--- config.mk ---
export PLATFORM = sky130hd
export DESIGN_NAME = sfl_ctrl
export DESIGN_NICKNAME = d
export VERILOG_FILES = /design/src/sv/sfl_pkg.sv /design/src/sv/sfl_ctrl.sv
export SDC_FILE = /design/constraint.sdc
export NUM_CORES = 1
export LEC_CHECK = 0
export ABC_AREA = 1
export BUFFER_PORTS_ARGS = -buffer_cell sky130_fd_sc_hd__buf_2
export CAP_MARGIN = 20
export CORE_AREA = 3 3 40 42
export DETAILED_ROUTE_END_ITERATION = 10
export DIE_AREA = 0 0 43 45
export HOLD_SLACK_MARGIN = 0.15
export PLACE_DENSITY = 0.61
export SYNTH_ARGS = -nofsm -noshare
export SYNTH_HDL_FRONTEND = slang
export SYNTH_SLANG_ARGS = --single-unit
--- constraint.sdc ---
create_clock -name clock -period 1.15 [get_ports clock]
set_input_delay 0.115 -clock clock [delete_from_list [all_inputs] [get_ports clock]]
set_output_delay 0.115 -clock clock [all_outputs]
set_load 0.05 [all_outputs]
--- src/sv/sfl_pkg.sv ---
// Shared types and constants for the sorted free-list page allocator.
package sfl_pkg;

   localparam int PAGE_CAPACITY = 1024;
   localparam int PAGE_W        = 10;
   localparam int COUNT_W       = $clog2(PAGE_CAPACITY + 1);

   localparam logic REQ_ALLOC = 1'b0;
   localparam logic REQ_FREE  = 1'b1;

   localparam logic [1:0] STATUS_OK     = 2'd0;
   localparam logic [1:0] STATUS_FULL   = 2'd1;
   localparam logic [1:0] STATUS_BAD    = 2'd2;
   localparam logic [1:0] STATUS_DOUBLE = 2'd3;

   typedef enum logic [2:0] {
      S_IDLE,
      S_ALLOC_CHECK,
      S_ALLOC_LOAD,
      S_WALK_CHECK,
      S_WALK_LOAD,
      S_INS_PREV,
      S_INS_PAGE,
      S_RESP
   } state_type;

   typedef enum logic [1:0] {
      PSEL_ZERO,
      PSEL_COUNT,
      PSEL_HEAD
   } page_sel_type;

   typedef struct packed {
      logic         load_req;
      logic         alloc_extend;
      logic         alloc_read;
      logic         alloc_pop;
      logic         walk_read;
      logic         walk_load;
      logic         ins_prev;
      logic         ins_page;
      logic         rsp_write;
      logic [1:0]   rsp_status;
      page_sel_type rsp_page_sel;
   } dp_cmd_type;

   typedef struct packed {
      logic head_zero;
      logic full;
      logic bad;
      logic dup;
      logic ins_here;
   } dp_status_type;

endpackage

--- src/sv/sfl_ctrl.sv ---
// Controller state machine sequencing allocate and free transactions.
module sfl_ctrl (
   input  logic                   clock,
   input  logic                   reset,
   input  logic                   req_valid,
   input  logic                   req_type,
   output logic                   req_ready,
   output logic                   rsp_valid,
   input  logic                   rsp_ready,
   input  sfl_pkg::dp_status_type stat,
   output sfl_pkg::dp_cmd_type    cmd
);

   sfl_pkg::state_type state_ff, state_in;

   always_ff @(posedge clock) begin
      if (reset) begin
         state_ff <= sfl_pkg::S_IDLE;
      end else begin
         state_ff <= state_in;
      end
   end

   always_comb begin
      state_in         = state_ff;
      cmd              = '0;
      cmd.rsp_status   = sfl_pkg::STATUS_OK;
      cmd.rsp_page_sel = sfl_pkg::PSEL_ZERO;
      req_ready        = 1'b0;
      rsp_valid        = 1'b0;

      case (state_ff)
         sfl_pkg::S_IDLE: begin
            req_ready = 1'b1;
            if (req_valid) begin
               cmd.load_req = 1'b1;
               state_in = (req_type == sfl_pkg::REQ_ALLOC) ? sfl_pkg::S_ALLOC_CHECK
                                                           : sfl_pkg::S_WALK_CHECK;
            end
         end
         sfl_pkg::S_ALLOC_CHECK: begin
            cmd.rsp_write = 1'b1;
            if (!stat.head_zero) begin
               // pop the lowest free page; its link becomes the new head
               cmd.alloc_read   = 1'b1;
               cmd.rsp_page_sel = sfl_pkg::PSEL_HEAD;
               state_in = sfl_pkg::S_ALLOC_LOAD;
            end else if (stat.full) begin
               cmd.rsp_status = sfl_pkg::STATUS_FULL;
               state_in = sfl_pkg::S_RESP;
            end else begin
               cmd.alloc_extend = 1'b1;
               cmd.rsp_page_sel = sfl_pkg::PSEL_COUNT;
               state_in = sfl_pkg::S_RESP;
            end
         end
         sfl_pkg::S_ALLOC_LOAD: begin
            cmd.alloc_pop = 1'b1;
            state_in = sfl_pkg::S_RESP;
         end
         sfl_pkg::S_WALK_CHECK: begin
            if (stat.bad) begin
               cmd.rsp_write  = 1'b1;
               cmd.rsp_status = sfl_pkg::STATUS_BAD;
               state_in = sfl_pkg::S_RESP;
            end else if (stat.dup) begin
               cmd.rsp_write  = 1'b1;
               cmd.rsp_status = sfl_pkg::STATUS_DOUBLE;
               state_in = sfl_pkg::S_RESP;
            end else if (stat.ins_here) begin
               state_in = sfl_pkg::S_INS_PREV;
            end else begin
               cmd.walk_read = 1'b1;
               state_in = sfl_pkg::S_WALK_LOAD;
            end
         end
         sfl_pkg::S_WALK_LOAD: begin
            cmd.walk_load = 1'b1;
            state_in = sfl_pkg::S_WALK_CHECK;
         end
         sfl_pkg::S_INS_PREV: begin
            cmd.ins_prev = 1'b1;
            state_in = sfl_pkg::S_INS_PAGE;
         end
         sfl_pkg::S_INS_PAGE: begin
            cmd.ins_page  = 1'b1;
            cmd.rsp_write = 1'b1;
            state_in = sfl_pkg::S_RESP;
         end
         sfl_pkg::S_RESP: begin
            rsp_valid = 1'b1;
            if (rsp_ready) begin
               state_in = sfl_pkg::S_IDLE;
            end
         end
         default: begin
            state_in = sfl_pkg::S_IDLE;
         end
      endcase
   end

endmodule

==> qor.csv, run 1 <==
stage,metric,value,unit
yosys,post-synthesis cell type count,20,
floorplanning,Die Height,45,um
yosys,syn_nets,70,
power_and_ir_drop,Sequential Power Share,12.8,%
floorplanning,Die ar.,0.00194,mm2
finish,P&R area growth vs syn,171,%
global_route,overall global routing resource usage,14.9,%
yosys,Synth Area in Compound Gates,5.74,%
global_route,GRT overflow,0,
power_and_ir_drop,Internal Power,780,uW
floorplanning,IO Count,25,
route,Final ANT Viol Nets,0,
placed_design,IO buf count,24,
finish,Biggest register,state_ff,
sta,Final period util,124,%
finish,sequential cell area,71.3,um2
placed_design,dpl ws,-0.227,ns
route,DR vias/cell,4.51,
power_and_ir_drop,Leakage,0.000492,uW
route,average routed wire per standard cell,11.1,um
min_path,Hold Crit Class,in2reg,
min_path,worst hold start,req_type,
yosys,Post-Syn Area,370,um2
global_route,largest net degree at the start of global routing,6,
finish,max reg flops,3,
sta,Clock Skew,0.00246,ns
job,MaxCap Viol Count,0,
floorplanning,Row Count,13,
placed_design,GPL Wtd Cong,0.791,
cts,Max clock buf depth,2,
power_and_ir_drop,Clock power frac,12.1,%
route,final WL,1.33,mm
yosys,Simple-Gate Fraction of Synth Area,54.1,%
sta,final hold violation count,0,
yosys,Syn Area/Cell,6.17,um2
critical_path,WS Path Type,reg2out,
finish,Final Non-Filler Cells,120,
finish,share of cells above drive strength 1,76.2,%
critical_path,WP depth,5,
sta,Rel. slew slack,82.4,%
critical_path,Crit-path slowest cell,dfxtp_4,
power_and_ir_drop,Power Density,1500,mW/mm2
cts,CTS root buffer,clkbuf_4,
yosys,post-synthesis mux area share,0,%
finish,Antenna Cells,0,
yosys,Post-Synth Adder-Cell Area,0,%
yosys,Post-Synthesis Cells,60,
critical_path,CP Capture Type,primary output,
critical_path,cell class contributing the biggest share of worst-path delay,flip-flops,
sta,Final Max Slew Viols,0,
finish,area of the multi-input gates,367,um2
power_and_ir_drop,Net Sw Power,726,uW
critical_path,Bufs and invs on worst path,3,
yosys,number of synthesized register bits,3,
sta,Fmax,702,MHz
critical_path,FF-to-FF path depth,9,
cts,H-tree levels,1,
critical_path,"Critical Path, Cell by Cell",buf_12 > inv_8 > nand4_1 > nor2_4 > buf_8,
critical_path,Worst R2R End,state_ff[1]$_SDFFE_PP0P_,
floorplanning,Core ar.,0.00128,mm2
route,vias post-DR,541,
global_route,initial antenna violation count,0,
critical_path,CP max stage delay,0.37,ns
finish,fillers,79,
route,Pre-antenna DRT Iters,2,
yosys,largest family of logic cells by synthesized area,simple AND/OR/NAND/NOR gates,
global_route,vias in the first global route,530,
sta,fin worst setup slack,-0.274,ns
floorplanning,Initial Utilization,28.8,%
critical_path,RR Startpoint,state_ff[2]$_SDFFE_PP0P_,
power_and_ir_drop,Gate power share,75.2,%
sta,unrepaired setup endpoints after global routing,yes,
finish,Largest regs,state_ff (3),
run_status,status,"finished, violations left",
power_and_ir_drop,worst vdd ir,726,uV
cts,CTS buffer count,3,
sta,Final min period,1.42,ns
yosys,yosys warns,0,
yosys,"area leader, netlist",dfxtp_1,
critical_path,worst-path fanout max,5,
yosys,ranking of synthesized cells by area,"dfxtp_1 (16%), nand2_1 (10%), nor2_1 (9.1%)",
critical_path,Critical Path AT,1.31,ns
critical_path,reg2reg setup slack,-0.07,ns
min_path,Hold Path Stages,5,
sta,Post-Route Hold Slack,0.229,ns
run_status,failing checks,negative setup slack,
cts,TritonCTS clock tree,built,
floorplanning,Die Width,43,um
route,Initial DRC Count,2,
power_and_ir_drop,Sw Ratio,48.2,%
cts,worst-skew pair later-pin latency,0.23,ns
sta,Final setup viols,18,
route,Remaining DRCs,0,
sta,Slew @ Worst Pin,0.262,ns
yosys,Synth Area in XOR/XNOR,0,%
critical_path,Worst Setup SP,state_ff[2]$_SDFFE_PP0P_,
cts,clock transition at the registers of the reported paths,0.04,ns
global_route,global-route wire length before repair,2.18,mm
critical_path,"Req. time, crit path",1.03,ns
yosys,Synth top area share,16.2,%
placed_design,Post-DP HPWL,967,um
yosys,"Seq/Total Area, Yosys",16.2,%
critical_path,CP Launch Type,flop,
cts,Sink Count,3,
placed_design,placed cells,112,
min_path,Hold Path Sink,state_ff[1]$_SDFFE_PP0P_,
finish,nets@finish,116,
layout make-up:
type	count	area share (%)
flip-flops and latches	3	7.10
multi-input cells	40	36.5
repair buffers	46	46.5
inverters	12	5.48
clock buffers	4	2.62
well taps	15	1.87
per-layer routing:
metal	vias up	GRT usage, %	wire length (um)
met3	4	2.39	72
met2	22	30.5	757
met1	238	14.1	469
met4	0	7.23	34
met5	-	0	0
li1	277	-	-
repair_timing:
action | 4_1_cts | 5_1_grt
hold buffers | 1 | 0
endpoints found under the hold margin | 1 | 0
setup buffers | 3 | 3
pin swaps | 5 | 9
endpoints found under the setup margin | 18 | 18
resized for setup | 55 | 10
Yosys cell counts:
master,count
nor3_2,1
inv_2,3
buf_4,4
dfxtp_1,3
nor2_4,3
nor2_2,1
a21oi_2,1
o21ai_0,1
inv_1,8
nand2_2,2
nand2_4,1
o21bai_1,1
nor4_1,2
nor2_1,9
inv_4,1
nor3_1,2
buf_6,1
nand2_1,10
nand4_1,2
nand3_1,4
worst min-delay path, delay by kind of cell:
family                 cells  cell delay [ns]
AO/OA/AOI/OAI              1             0.05
buffers and inverters      2             0.13
AND/OR/NAND/NOR            2             0.11
cell usage in the layout, fill, tap and decap left out, drive strengths merged:
cell / instances
a21oi: 1
buf: 45
clkbuf: 4
dfxtp: 3
dlygate4sd3: 1
inv: 12
nand2: 13
nand3: 4
nand4: 2
nor2: 13
nor3: 3
nor4: 2
o21ai: 1
o21bai: 1
logic make-up (layout without fill, tap and decap cells):
kind of cell	after synthesis	in the layout
simple gates	37	37
buf+inv	17	62
flops	3	3
compound gates	3	3
stage by stage:
step                      TNS (ns)  power, uW  utilization (%)  instance area (um2)
after floorplan              -1.36        778                -                  478
after global placement       -1.75       1040             56.1                  721
after detailed placement     -1.93       1050             56.1                  721
after CTS                    -2.46       1460             74.4                  956
after global routing         -3.69       1580             78.2                 1000
final                        -2.80       1510             78.2                 1000
power groups by stage:
stage	registers (uW)	logic (uW)	clock network [uW]
global route	196	1190	189
global placement	169	875	0
finish	192	1130	182
CTS	183	1080	191
detailed placement	171	881	0
floorplan	136	642	0
worst max-delay path by stage:
stage | endpoint | slack [ns]
detailed placement | cmd[4] | -0.23
floorplan | cmd[10] | -0.35
CTS | cmd[0] | -0.24
global placement | cmd[4] | -0.20
finish | cmd[11] | -0.27
global route | cmd[11] | -0.32
(Power assumes the default switching activity.)
==> run 2: changes to the inputs <==
--- a/config.mk
+++ b/config.mk
@@ -13,6 +13,7 @@
 export DIE_AREA = 0 0 43 45
 export HOLD_SLACK_MARGIN = 0.15
 export PLACE_DENSITY = 0.61
+export SETUP_SLACK_MARGIN = 0.15
 export SYNTH_ARGS = -nofsm -noshare
 export SYNTH_HDL_FRONTEND = slang
 export SYNTH_SLANG_ARGS = --single-unit
==> qor.csv, run 2 (synthesis results as in run 1) <==
stage,metric,value,unit,change
critical_path,worst-path fanout max,3,,was 5
critical_path,CP max stage delay,0.36,ns,was 0.37 ns
power_and_ir_drop,Leakage,0.000448,uW,was 0.000492 uW
finish,Antenna Cells,0,,unchanged
cts,clock transition at the registers of the reported paths,0.04,ns,about the same
global_route,global-route wire length before repair,2.25,mm,was 2.18 mm
finish,share of cells above drive strength 1,75.5,%,was 76.2%
sta,final hold violation count,0,,unchanged
route,Initial DRC Count,8,,was 2
sta,Final setup viols,17,,was 18
floorplanning,Row Count,13,,unchanged
cts,Sink Count,3,,unchanged
global_route,vias in the first global route,542,,was 530
route,Pre-antenna DRT Iters,4,,was 2
critical_path,WS Path Type,reg2out,,unchanged
global_route,initial antenna violation count,0,,unchanged
route,average routed wire per standard cell,10.4,um,was 11.1 um
placed_design,GPL Wtd Cong,0.877,,was 0.791
floorplanning,Initial Utilization,28.8,%,unchanged
power_and_ir_drop,Power Density,1520,mW/mm2,was 1500 mW/mm2
sta,Slew @ Worst Pin,0.262,ns,about the same
placed_design,IO buf count,24,,unchanged
sta,Final period util,122,%,was 124%
critical_path,CP Capture Type,primary output,,unchanged
power_and_ir_drop,worst vdd ir,859,uV,was 726 uV
sta,fin worst setup slack,-0.256,ns,was -0.274 ns
global_route,overall global routing resource usage,15.3,%,was 14.9%
global_route,GRT overflow,0,,unchanged
placed_design,dpl ws,-0.171,ns,was -0.227 ns
floorplanning,IO Count,25,,unchanged
critical_path,"Req. time, crit path",1.03,ns,about the same
min_path,Hold Crit Class,in2reg,,unchanged
finish,P&R area growth vs syn,150,%,was 171%
finish,"commonest non-fill, non-tap cell in the layout",buf_6,,unchanged
floorplanning,Die Width,43,um,unchanged
finish,Finished Core Util,72.2,%,was 78.2%
route,DR vias/cell,4.46,,was 4.51
finish,nets@finish,113,,was 116
cts,CTS buffer count,3,,unchanged
critical_path,CP Launch Type,flop,,unchanged
job,MaxCap Viol Count,0,,unchanged
sta,Clock Skew,0.00261,ns,was 0.00246 ns
sta,Fmax,711,MHz,was 702 MHz
critical_path,Critical Path AT,1.29,ns,was 1.31 ns
global_route,largest net degree at the start of global routing,7,,was 6
finish,Largest regs,state_ff (3),,unchanged
sta,Final min period,1.41,ns,was 1.42 ns
cts,Max clock buf depth,2,,unchanged
route,Remaining DRCs,0,,unchanged
route,final WL,1.21,mm,was 1.33 mm
floorplanning,Die Height,45,um,unchanged
cts,worst-skew pair later-pin latency,0.24,ns,was 0.23 ns
floorplanning,Die ar.,0.00194,mm2,unchanged
critical_path,Crit-path slowest cell,dfxtp_4,,unchanged
critical_path,"Critical Path, Cell by Cell",buf_12 > inv_8 > nand4_1 > nor2_4 > buf_6,,was buf_12 > inv_8 > nand4_1 > nor2_4 > buf_8
floorplanning,Core ar.,0.00128,mm2,unchanged
route,Final ANT Viol Nets,0,,unchanged
finish,"commonest non-fill, non-tap cells in the layout","buf_6 (17), buf_4 (11), buf_2 (9), nand2_1 (8), inv_1 (7)",,"was buf_6 (19), buf_2 (9), buf_4 (9), nand2_1 (8)"
run_status,failing checks,negative setup slack,,unchanged
sta,Rel. slew slack,82.4,%,about the same
route,vias post-DR,522,,was 541
sta,unrepaired setup endpoints after global routing,yes,,unchanged
finish,Biggest register,state_ff,,unchanged
critical_path,cell class contributing the biggest share of worst-path delay,flip-flops,,unchanged
cts,TritonCTS clock tree,built,,unchanged
finish,max reg flops,3,,unchanged
cts,H-tree levels,1,,unchanged
cts,CTS root buffer,clkbuf_4,,unchanged
placed_design,Post-DP HPWL,958,um,was 967 um
sta,Final Max Slew Viols,0,,unchanged
run_status,status,"finished, violations left",,unchanged
critical_path,Bufs and invs on worst path,3,,unchanged
-- run 2: changes by cell type in the layout (fill, tap and decap cells not counted), moves of 2 or more --
cell / before / now
nand2_2: 1 / 3
buf_8: 6 / 3
buf_6: 19 / 17
nand2_4: 4 / 2
buf_4: 9 / 11
-- run 2: path summary, 6_finish.rpt --
check | from | endpoint | slack (ns) | depth (start not counted)
max | state_ff[2]$_SDFFE_PP0P_ | cmd[11] | -0.26 | 5
min | req_type | state_ff[1]$_SDFFE_PP0P_ | 0.21 | 5
max reg2reg | state_ff[2]$_SDFFE_PP0P_ | state_ff[0]$_SDFFE_PP0P_ | -0.18 | 9
min reg2reg | state_ff[0]$_SDFFE_PP0P_ | state_ff[0]$_SDFFE_PP0P_ | 0.70 | 4
-- run 2: through the flow --
| step | hold slack [ns] | setup TNS [ns] | total power (uW) | std cells | area (um2) |
|---|---|---|---|---|---|
| after floorplan | 0.268 | -1.37 | 787 | 60 | 487 |
| after global placement | 0.370 | -1.13 | 1020 | 108 | 699 |
| after detailed placement | 0.378 | -1.29 | 1020 | 108 | 699 |
| after CTS | 0.208 | -3.09 | 1410 | 116 | 910 |
| after global routing | 0.241 | -3.91 | 1500 | 117 | 927 |
| final | 0.207 | -2.92 | 1410 | 117 | 927 |
-- run 2: power by group --
group | internal, uW | leakage, uW | switching (uW)
Combinational | 453 | 0.000406 | 578
Clock | 131 | 0.0000150 | 67.1
Sequential | 137 | 0.0000267 | 44.6
-- run 2: final cells by class --
| class | count | area [um2] |
|---|---|---|
| clock buffers | 4 | 26.3 |
| well taps | 15 | 18.8 |
| inverters | 12 | 58.8 |
| repair buffers | 43 | 414 |
| fillers | 91 | 358 |
| flip-flops and latches | 3 | 71.3 |
| multi-input cells | 40 | 338 |
-- run 2: timing repair --
action	CTS	global route
pin swaps	8	8
hold endpoints to repair	1	0
setup buffers	3	1
hold buffers	1	0
setup endpoints to repair	18	18
resized for setup	47	3
-- run 2: worst reg2reg max path, delay by kind of cell, from the launching register on --
family	cells	cell delay (ns)
flops	1	0.36
buf+inv	5	0.59
simple gates	4	0.32
-- run 2: per-layer routing --
metal	vias up	routed length (um)	GRT usage, %
met4	0	8	3.61
met5	-	0	0
met1	227	464	18.3
met3	2	75	4.78
li1	270	-	-
met2	23	664	26.9
